### config.mk
export PLATFORM = sky130hd
export DESIGN_NAME = stop_and_wait_receiver
export DESIGN_NICKNAME = d
export VERILOG_FILES = /design/src/hw/rtl/swr_pkg.sv /design/src/hw/rtl/swr_core.sv /design/src/hw/rtl/stop_and_wait_receiver.sv
export SDC_FILE = /design/constraint.sdc
export NUM_CORES = 1
export LEC_CHECK = 0
export CAP_MARGIN = 30
export CORE_ASPECT_RATIO = 0.7
export CORE_UTILIZATION = 30
export CTS_BUF_LIST = sky130_fd_sc_hd__clkbuf_4 sky130_fd_sc_hd__clkbuf_8
export DETAILED_ROUTE_END_ITERATION = 12
export DONT_BUFFER_PORTS = 1
export GPL_TIMING_DRIVEN = 0
export SYNTH_ARGS = -nofsm -noshare
export SYNTH_HDL_FRONTEND = slang
export SYNTH_SLANG_ARGS = --single-unit
### constraint.sdc
create_clock -name i_clk -period 5.93 [get_ports i_clk]
set_input_delay 0.2965 -clock i_clk [delete_from_list [all_inputs] [get_ports i_clk]]
set_output_delay 0.2965 -clock i_clk [all_outputs]
set_load 0.02 [all_outputs]
### src/hw/rtl/swr_pkg.sv
// Package for the stop-and-wait receiver.
// Holds the transaction types, verdict codes and header constants.
// No dependencies.
package swr_pkg;

    localparam int unsigned HDR_BYTES = 4;
    localparam logic [7:0] FILENAME_MARK = 8'hFF;
    localparam logic [15:0] SUM_MASK = 16'hFFFF;

    localparam logic [2:0] VERDICT_ACCEPTED = 3'd0;
    localparam logic [2:0] VERDICT_DUPLICATE = 3'd1;
    localparam logic [2:0] VERDICT_CHECK_ERR = 3'd2;
    localparam logic [2:0] VERDICT_FILENAME = 3'd3;
    localparam logic [2:0] VERDICT_RUNT = 3'd4;
    localparam logic [2:0] VERDICT_AFTER_DONE = 3'd5;

    typedef struct packed {
        logic [7:0] rx_byte;
        logic       end_of_packet;
    } t_in_item;

    typedef struct packed {
        logic       payload_valid;
        logic [7:0] payload_byte;
        logic       verdict_valid;
        logic [2:0] verdict;
        logic       ack_valid;
        logic [7:0] ack_seq;
        logic       transfer_done;
    } t_out_item;

endpackage

### src/hw/rtl/swr_core.sv
// Per-packet state and verdict logic of the stop-and-wait receiver.
// Steps one byte per enabled cycle and forms its result combinationally.
// Depends on swr_pkg.
module swr_core
    import swr_pkg::*;
#(
    parameter int unsigned PACKET_BYTES = 512
) (
    input  logic      i_clk,
    input  logic      i_rst_n,
    input  logic      i_step,
    input  t_in_item  i_item,
    output t_out_item o_result,
    output logic      o_has_result
);

    localparam int unsigned PW = $clog2(PACKET_BYTES + 1);

    logic [PW-1:0] r_pos, n_pos;
    logic [7:0]    r_seq, n_seq;
    logic [15:0]   r_check, n_check;
    logic [15:0]   r_sum, n_sum;
    logic          r_exp, n_exp;
    logic          r_done, n_done;

    logic [PW-1:0] count;
    logic [16:0]   sum_wide;
    logic [15:0]   sum_fold;
    logic [15:0]   calc;
    logic          in_range;
    t_out_item     res;

    always_comb begin
        in_range = (r_pos < PW'(PACKET_BYTES));
        n_seq    = r_seq;
        n_check  = r_check;
        n_sum    = r_sum;
        n_exp    = r_exp;
        n_done   = r_done;
        res      = '0;
        sum_wide = {1'b0, r_sum} + {9'd0, i_item.rx_byte};
        sum_fold = sum_wide[15:0] + {15'd0, sum_wide[16]};

        if (in_range) begin
            if (r_pos == PW'(0)) begin
                n_seq = i_item.rx_byte;
            end else if (r_pos == PW'(2)) begin
                n_check[7:0] = i_item.rx_byte;
            end else if (r_pos == PW'(3)) begin
                n_check[15:8] = i_item.rx_byte;
            end else if (r_pos >= PW'(HDR_BYTES)) begin
                n_sum = sum_fold;
                if (!r_done && r_seq == {7'd0, r_exp}) begin
                    res.payload_valid = 1'b1;
                    res.payload_byte  = i_item.rx_byte;
                end
            end
            count = r_pos + PW'(1);
        end else begin
            count = r_pos;
        end
        n_pos = count;
        calc  = ~n_sum & SUM_MASK;

        if (i_item.end_of_packet) begin
            res.verdict_valid = 1'b1;
            if (r_done) begin
                res.verdict = VERDICT_AFTER_DONE;
            end else if (n_seq == FILENAME_MARK) begin
                res.verdict = VERDICT_FILENAME;
            end else if (count < PW'(HDR_BYTES)) begin
                res.verdict = VERDICT_RUNT;
            end else if (calc != n_check) begin
                res.verdict = VERDICT_CHECK_ERR;
            end else if (n_seq == {7'd0, r_exp}) begin
                res.verdict   = VERDICT_ACCEPTED;
                res.ack_valid = 1'b1;
                res.ack_seq   = {7'd0, r_exp};
                n_exp         = ~r_exp;
                if (count < PW'(PACKET_BYTES)) begin
                    res.transfer_done = 1'b1;
                    n_done            = 1'b1;
                end
            end else begin
                res.verdict   = VERDICT_DUPLICATE;
                res.ack_valid = 1'b1;
                res.ack_seq   = n_seq;
            end
            n_pos = '0;
            n_sum = '0;
        end
    end

    assign o_result     = res;
    assign o_has_result = res.payload_valid | res.verdict_valid;

    always_ff @(posedge i_clk) begin
        if (!i_rst_n) begin
            r_pos   <= '0;
            r_seq   <= '0;
            r_check <= '0;
            r_sum   <= '0;
            r_exp   <= 1'b0;
            r_done  <= 1'b0;
        end else if (i_step) begin
            r_pos   <= n_pos;
            r_seq   <= n_seq;
            r_check <= n_check;
            r_sum   <= n_sum;
            r_exp   <= n_exp;
            r_done  <= n_done;
        end
    end

endmodule

### src/hw/rtl/stop_and_wait_receiver.sv
// Stop-and-wait receiver: takes one datagram byte per transaction and gives at most one
// result transaction per byte (a tentative payload byte, a packet verdict, or both). A byte can
// be taken in every cycle unless the output side stalls a byte with a result; each byte is held
// in the input register and its result is registered in the output register. The rate is set
// by the running checksum, a single 16-bit end-around-carry add per byte. Bytes that cause no
// result leave the input register without waiting for the output side.
// Depends on swr_pkg and swr_core.
module stop_and_wait_receiver
    import swr_pkg::*;
#(
    parameter int unsigned PACKET_BYTES = 512
) (
    input  logic      i_clk,
    input  logic      i_rst_n,
    input  logic      i_in_valid,
    output logic      o_in_stall,
    input  t_in_item  i_in_item,
    output logic      o_out_valid,
    input  logic      i_out_stall,
    output t_out_item o_out_item
);

    logic      r_in_valid;
    t_in_item  r_in_item;
    logic      r_out_valid;
    t_out_item r_out_item;

    t_out_item result;
    logic      has_result;
    logic      out_free;
    logic      advance;

    swr_core #(
        .PACKET_BYTES(PACKET_BYTES)
    ) u_core (
        .i_clk       (i_clk),
        .i_rst_n     (i_rst_n),
        .i_step      (advance),
        .i_item      (r_in_item),
        .o_result    (result),
        .o_has_result(has_result)
    );

    assign out_free   = !r_out_valid || !i_out_stall;
    assign advance    = r_in_valid && (out_free || !has_result);
    assign o_in_stall = r_in_valid && !advance;

    always_ff @(posedge i_clk) begin
        if (!i_rst_n) begin
            r_in_valid <= 1'b0;
        end else if (!o_in_stall) begin
            r_in_valid <= i_in_valid;
        end
    end

    always_ff @(posedge i_clk) begin
        if (!o_in_stall && i_in_valid) begin
            r_in_item <= i_in_item;
        end
    end

    always_ff @(posedge i_clk) begin
        if (!i_rst_n) begin
            r_out_valid <= 1'b0;
        end else if (out_free) begin
            r_out_valid <= advance && has_result;
        end
    end

    always_ff @(posedge i_clk) begin
        if (out_free && advance && has_result) begin
            r_out_item <= result;
        end
    end

    assign o_out_valid = r_out_valid;
    assign o_out_item  = r_out_item;

    a_ack_has_verdict: assert property (@(posedge i_clk) disable iff (!i_rst_n)
        o_out_valid && o_out_item.ack_valid |->
            o_out_item.verdict_valid &&
            (o_out_item.verdict == VERDICT_ACCEPTED ||
             o_out_item.verdict == VERDICT_DUPLICATE))
        else $error("acknowledgement without an accepted or duplicate verdict");

    a_done_accepted: assert property (@(posedge i_clk) disable iff (!i_rst_n)
        o_out_valid && o_out_item.transfer_done |->
            o_out_item.verdict_valid && o_out_item.verdict == VERDICT_ACCEPTED &&
            o_out_item.ack_valid)
        else $error("transfer end flagged on a packet that was not accepted");

    a_stall_only_full: assert property (@(posedge i_clk) disable iff (!i_rst_n)
        o_in_stall |-> r_in_valid && r_out_valid && i_out_stall && has_result)
        else $error("input stalled while the byte could have advanced");

    a_out_has_content: assert property (@(posedge i_clk) disable iff (!i_rst_n)
        o_out_valid |-> o_out_item.payload_valid || o_out_item.verdict_valid)
        else $error("empty result transaction");

endmodule

After elaboration in Yosys (flattened, before gate mapping)
Index checks and enable logic that the tools add are counted.

storage, ports and cells
  register bits = 86
  input bits = 13
  output and inout port bits = 25
  word-level logic and storage cells = 102

operators by class
  add/sub/neg operators = 3
  $lt $le $gt $ge = 4
  eq/ne operators = 6
  muxes and demuxes = 37
  bitwise gates (word level) = 11
  reduce and logical (&&, ||, !) cells = 22

operator list
  kind                   number
  $mux 16                8
  $mux 10                7
  $mux 9                 6
  $mux 8                 5
  $eq 10x2->1 const B    2
  $lt 10x10->1 const B   2
  $add 16x8->17          1
  $add 16x1->16          1
  $eq 8x1->1             2
  $ne 16x16->1           1
  $not 16->16            1
  $mux 14                1
  $mux 3                 4
  $reduce_or 6->1        2
  $add 10x1->10 const B  1
  $ge 10x3->1 const B    1
  $logic_not 10->1       1
  $lt 10x3->1 const B    1
  $not 1->1              9
  $eq 8x8->1 const B     1
  $logic_and 1x1->1      7
  $reduce_and 7->1       1
  $logic_not 1->1        6
  $mux 1                 6
  other kinds (5)        6

Longest topological paths before layout
  depth after elaboration = 22
  gate-level depth with buffers = 18
  gate-level depth less buffers = 18

By module
From an unflattened synthesis, not the netlist that was laid out.

unflattened totals
  cells, all modules = 663
  area total of the unflattened synthesis = 5,748.0 µm²

modules (own cells, without submodules)
  module                  times used  cells each  area an instance (µm²)  sequential area each (µm²)
  swr_core                1           620         4,692.0                 1,041.0
  stop_and_wait_receiver  1           43          1,056.0                 1,001.0

Worst setup path before layout
Ideal clock, no wire load.

  kind = flip-flop to flip-flop
  start = register r_in_item[2] in the netlist's numbering
  end = register r_out_item, in the netlist o_out_item[11] (data pin)
  library setup time = 0.256 ns
  data arrival time = 4.500 ns
  required time = 5.674 ns
  path slack = 1.174 ns
  stages on the path, launching flop included = 18
  buffers on the path = 1
  period minus slack after synthesis = 4.756 ns
  path through = edfxtp_1 -> clkbuf_1 -> inv_1 -> fa_1 -> nand2b_1 -> a211oi_2 -> o21ai_1 -> nor3_1 -> ha_1 -> ha_1 -> nand2_1 -> nand3b_1 -> or4b_2 -> a21oi_1 -> o211ai_1 -> o41ai_4 -> a31oi_1 -> o211a_1

on the way
  cells in the longest elaborated chain, start to end = 12
  elaborated cells on any way between the ends = 20
  classes of those cells = add/sub (2); eq/ne (2); mux (15); bitwise (1)

ends and longest elaborated chain
  element                 RTL line                      source
  from (decl)             stop_and_wait_receiver.sv:24  t_in_item r_in_item;
  from (signal assigned)  stop_and_wait_receiver.sv:58  r_in_item <= i_in_item;
  $add 16x8->17           swr_core.sv:41                sum_wide = {1'b0, r_sum} + {9'd0, i_item.rx_byte};
  $add 16x1->16           swr_core.sv:42                sum_fold = sum_wide[15:0] + {15'd0, sum_wide[16]};
  $mux 16                 swr_core.sv:51                end else if (r_pos >= PW'(HDR_BYTES)) begin
  $mux 16                 swr_core.sv:49                end else if (r_pos == PW'(3)) begin
  $mux 16                 swr_core.sv:47                end else if (r_pos == PW'(2)) begin
  $mux 16                 swr_core.sv:45                if (r_pos == PW'(0)) begin
  $mux 16                 swr_core.sv:44                if (in_range) begin
  $not 16->16             swr_core.sv:63                calc = ~n_sum & SUM_MASK;
  $ne 16x16->1            swr_core.sv:73                end else if (calc != n_check) begin
  $mux 3                  swr_core.sv:73
  $mux 3                  swr_core.sv:71                end else if (count < PW'(HDR_BYTES)) begin
  $mux 3 *                swr_core.sv:69                end else if (n_seq == FILENAME_MARK) begin
  to (signal assigned)    stop_and_wait_receiver.sv:72  r_out_item <= result;
  to (decl)               stop_and_wait_receiver.sv:26  t_out_item r_out_item;

Mark *: on every way between the ends. The rest lies on a longest branch, timed or not.
A chain may end at the register's enable or synchronous reset.

Worst setup path in the final report
  start = register r_in_item[2] in the netlist's numbering
  end = register r_out_item, in the netlist o_out_item[0] (data pin)

on the way
  cells in the longest elaborated chain, start to end = 10
  elaborated cells on any way between the ends = 20
  classes of those cells = add/sub (2); eq/ne (3); mux (13); bitwise (1); reduce/logical (1)

ends and longest elaborated chain
  element                    RTL line
  $add 16x8->17              swr_core.sv:41
  $add 16x1->16              swr_core.sv:42
  $mux 16                    swr_core.sv:51
  $mux 16                    swr_core.sv:49
  $mux 16                    swr_core.sv:47
  $mux 16                    swr_core.sv:45
  $mux 16                    swr_core.sv:44
  $not 16->16                swr_core.sv:63
  $ne 16x16->1               swr_core.sv:73
  $reduce_or 5->1 (no line)  --

Parallel ways exist; a longest one is shown, timed or not.

==> qor.csv <==
metric,value,unit
top_reg_cell synth,dfxtp_1,
Ys Warns,0,
most frequent cells in the layout,"nand2_1 (88), a21oi_1 (73), nor2_1 (60), dfxtp_1 (54), nand3_1 (36)",
CTS buffer count,9,
share of the synthesized area in the top cell type,0.183,
post-layout util,0.345,
Post-DRT Antenna Nets,0,
fmax,0.179,GHz
area post-placement,0.00626,mm2
Routed WL per cell,18.0,um
CP Launch Type,flop,
Max-slew headroom,0.367,
"commonest non-fill, non-tap cell in the layout",nand2_1,
Core ar.,0.0191,mm2
Post-Syn Instances,715,
TritonCTS clock tree,done,
full die area,0.0202,mm2
status,finished clean,
Starting DRT DRC Count,677,
placed cell count,982,
GPL Wtd Cong,0.917,
Final setup viols,0,
DIE HEIGHT,119,um
LEAKAGE,2.21,nW
Top delay family on crit path,simple AND/OR/NAND/NOR gates,
IO Pins,38,
WS Path Type,reg2reg,
initial antenna violation count,0,
Fin Setup TNS,0,ps
final cell count without fillers,1009,
Initial Utilization,0.309,
post-synthesis cell area,0.00590,mm2
WP buf/inv,3,
share of post-route cells with drive strength above 1,0.0886,
clk slew on worst S/H paths,100,ps
clock tree buffer depth,2,
Initial DRT Pass Iterations,5,
Antenna diodes,0,
critical path data required time,6140,ps
Skew-Pair Late Insertion Delay,380,ps
biggest area consumer among synthesized cells,dfxtp_1,
Vias/cell,5.46,
vias in the first global route,4913,
H-Tree Depth,3,
dpl hpwl,13.7,mm
clk_skew,21.6,ps
Worst EP arrival,5810,ps
sequential area share after synthesis,0.346,
Port Buffers,0,
minimum clock period,5600,ps
HP Class,in2reg,
Post-Syn Nets,742,
first-pass GRT wire length,28.3,mm
largest net degree at the start of global routing,19,
RSZ-0062 raised after global routing,false,
# DRC,0,
Peak supply drop,0.0922,mV
Crit-path slowest cell,or4_1,
Max Cap Viol,0,
"FFs w/ async S/R, synth",0,
"slowest stage delay, CP",600,ps
pwr dens,171,mW/mm2
die width,170,um
Post-layout nets,767,
syn avg cell area,8.25,um2
Max Fanout on Critical Path,10,
CTS root buf,clkbuf_8,
Final Cycle Share,0.944,
#FFs+latches synth,86,
WL final,18.2,mm
crit path cell chain,clkbuf_2 -> inv_1 -> fa_1 -> nand2b_1 -> a211oi_4 -> o21ai_2 -> nor3_4 -> ha_1 -> ha_1 -> nand2_1 -> nand3b_1 -> nor3_4 -> nor3_1 -> or4_1 -> o41ai_4 -> buf_4 -> nand4_4 -> nor3_2,
synth top area cells,"dfxtp_1 (18%), edfxtp_1 (16%), a21oi_1 (6.3%)",
"Area growth, synth to finish",11.5,%
Post-synth EDFFs,32,
slew at the pin closest to its max-slew limit,949,ps
CP Capture Type,flop,
GRT Util Overall,0.182,
fin. max-slew vios,0,
Rows,42,
Vias,5510,
power consumption,1.13,mW
post-route cell area,0.00658,mm2
clock sink total,86,
grt total ovfl,0,
post-synth cell types,85,
final hold violation count,0,
## cell families (layout without fill, tap and decap cells)
family | count (synthesis) | count (layout) | synth area share
simple gates | 314 | 314 | 0.278
mux | 12 | 12 | 0.0208
flops | 86 | 86 | 0.346
buf+inv | 65 | 95 | 0.0539
compound gates | 179 | 179 | 0.200
fa+ha+maj | 14 | 14 | 0.0310
xor+xnor | 45 | 45 | 0.0704
## state kept, by name, summed over array words and instances (netlist names)
register,flops
o_out_item,23
u_core.r_check,16
u_core.r_sum,16
u_core.r_pos,10
r_in_item,9
u_core.r_seq,8
o_out_valid,1
r_in_valid,1
u_core.r_done,1
u_core.r_exp,1
## path summary, 6_finish.rpt
check / start / end / slack, ps / cells past startpoint
worst max register to register: r_in_item[2] / o_out_item[0] / 330 / 18
worst max-delay path: r_in_item[2] / o_out_item[0] / 330 / 18
worst min-delay path: i_rst_n / u_core.r_pos[9] / 40 / 1
worst min register to register: u_core.r_check[1] / u_core.r_check[1] / 460 / 2
## through the flow
step                worst slack (ps)  hold WS (ps)
floorplan                       1170           395
global placement                -527           395
detailed placement              -515           395
CTS                             2.15         0.760
global route                    51.6          21.0
finish                           332          35.8
## power breakdown
group,leakage [nW],internal [mW],switching (mW)
Clock,0.0925,0.161,0.237
Combinational,1.37,0.0283,0.0663
Sequential,0.751,0.621,0.0133
## layout make-up
type	count	area [um2]
buffer	47	251
clock buffer	10	131
clock inverter	6	43.8
fill	2012	12500
inverter	18	67.6
multi-input combinational	564	3570
sequential	86	2040
tap	264	330
timing repair buffer	14	136
## per-layer routing
| metal | up-vias | track usage | share of wire |
|---|---|---|---|
| li1 | 2654 | - | - |
| met1 | 2620 | 0.286 | 0.52 |
| met2 | 225 | 0.233 | 0.38 |
| met3 | 11 | 0.0592 | 0.095 |
| met4 | 0 | 0.0360 | 0.0088 |
| met5 | - | 0 | 0 |
## synthesized netlist by cell type (6+ instances only)
library cell	instances
a21oi_1	74
and2_1	12
nor3_1	17
ha_1	13
xor2_1	14
nor2_1	60
nand4_1	12
xnor2_1	29
nor4_1	12
edfxtp_1	32
a31oi_1	6
mux2i_1	10
nand2b_1	22
inv_1	17
buf_6	9
a32oi_1	6
nand3_1	36
o21ai_0	26
or3_1	9
a22oi_1	10
nand2_1	88
clkbuf_1	34
dfxtp_1	54
## timing repair
action,in CTS,in global routing
pin swaps,1,2
gates cloned,0,0
setup buffers,0,2
hold endpoints to repair,0,9
hold buffers,0,9
gates resized for setup,2,4
endpoints found under the setup margin,14,14
(Power assumes the default switching activity.)
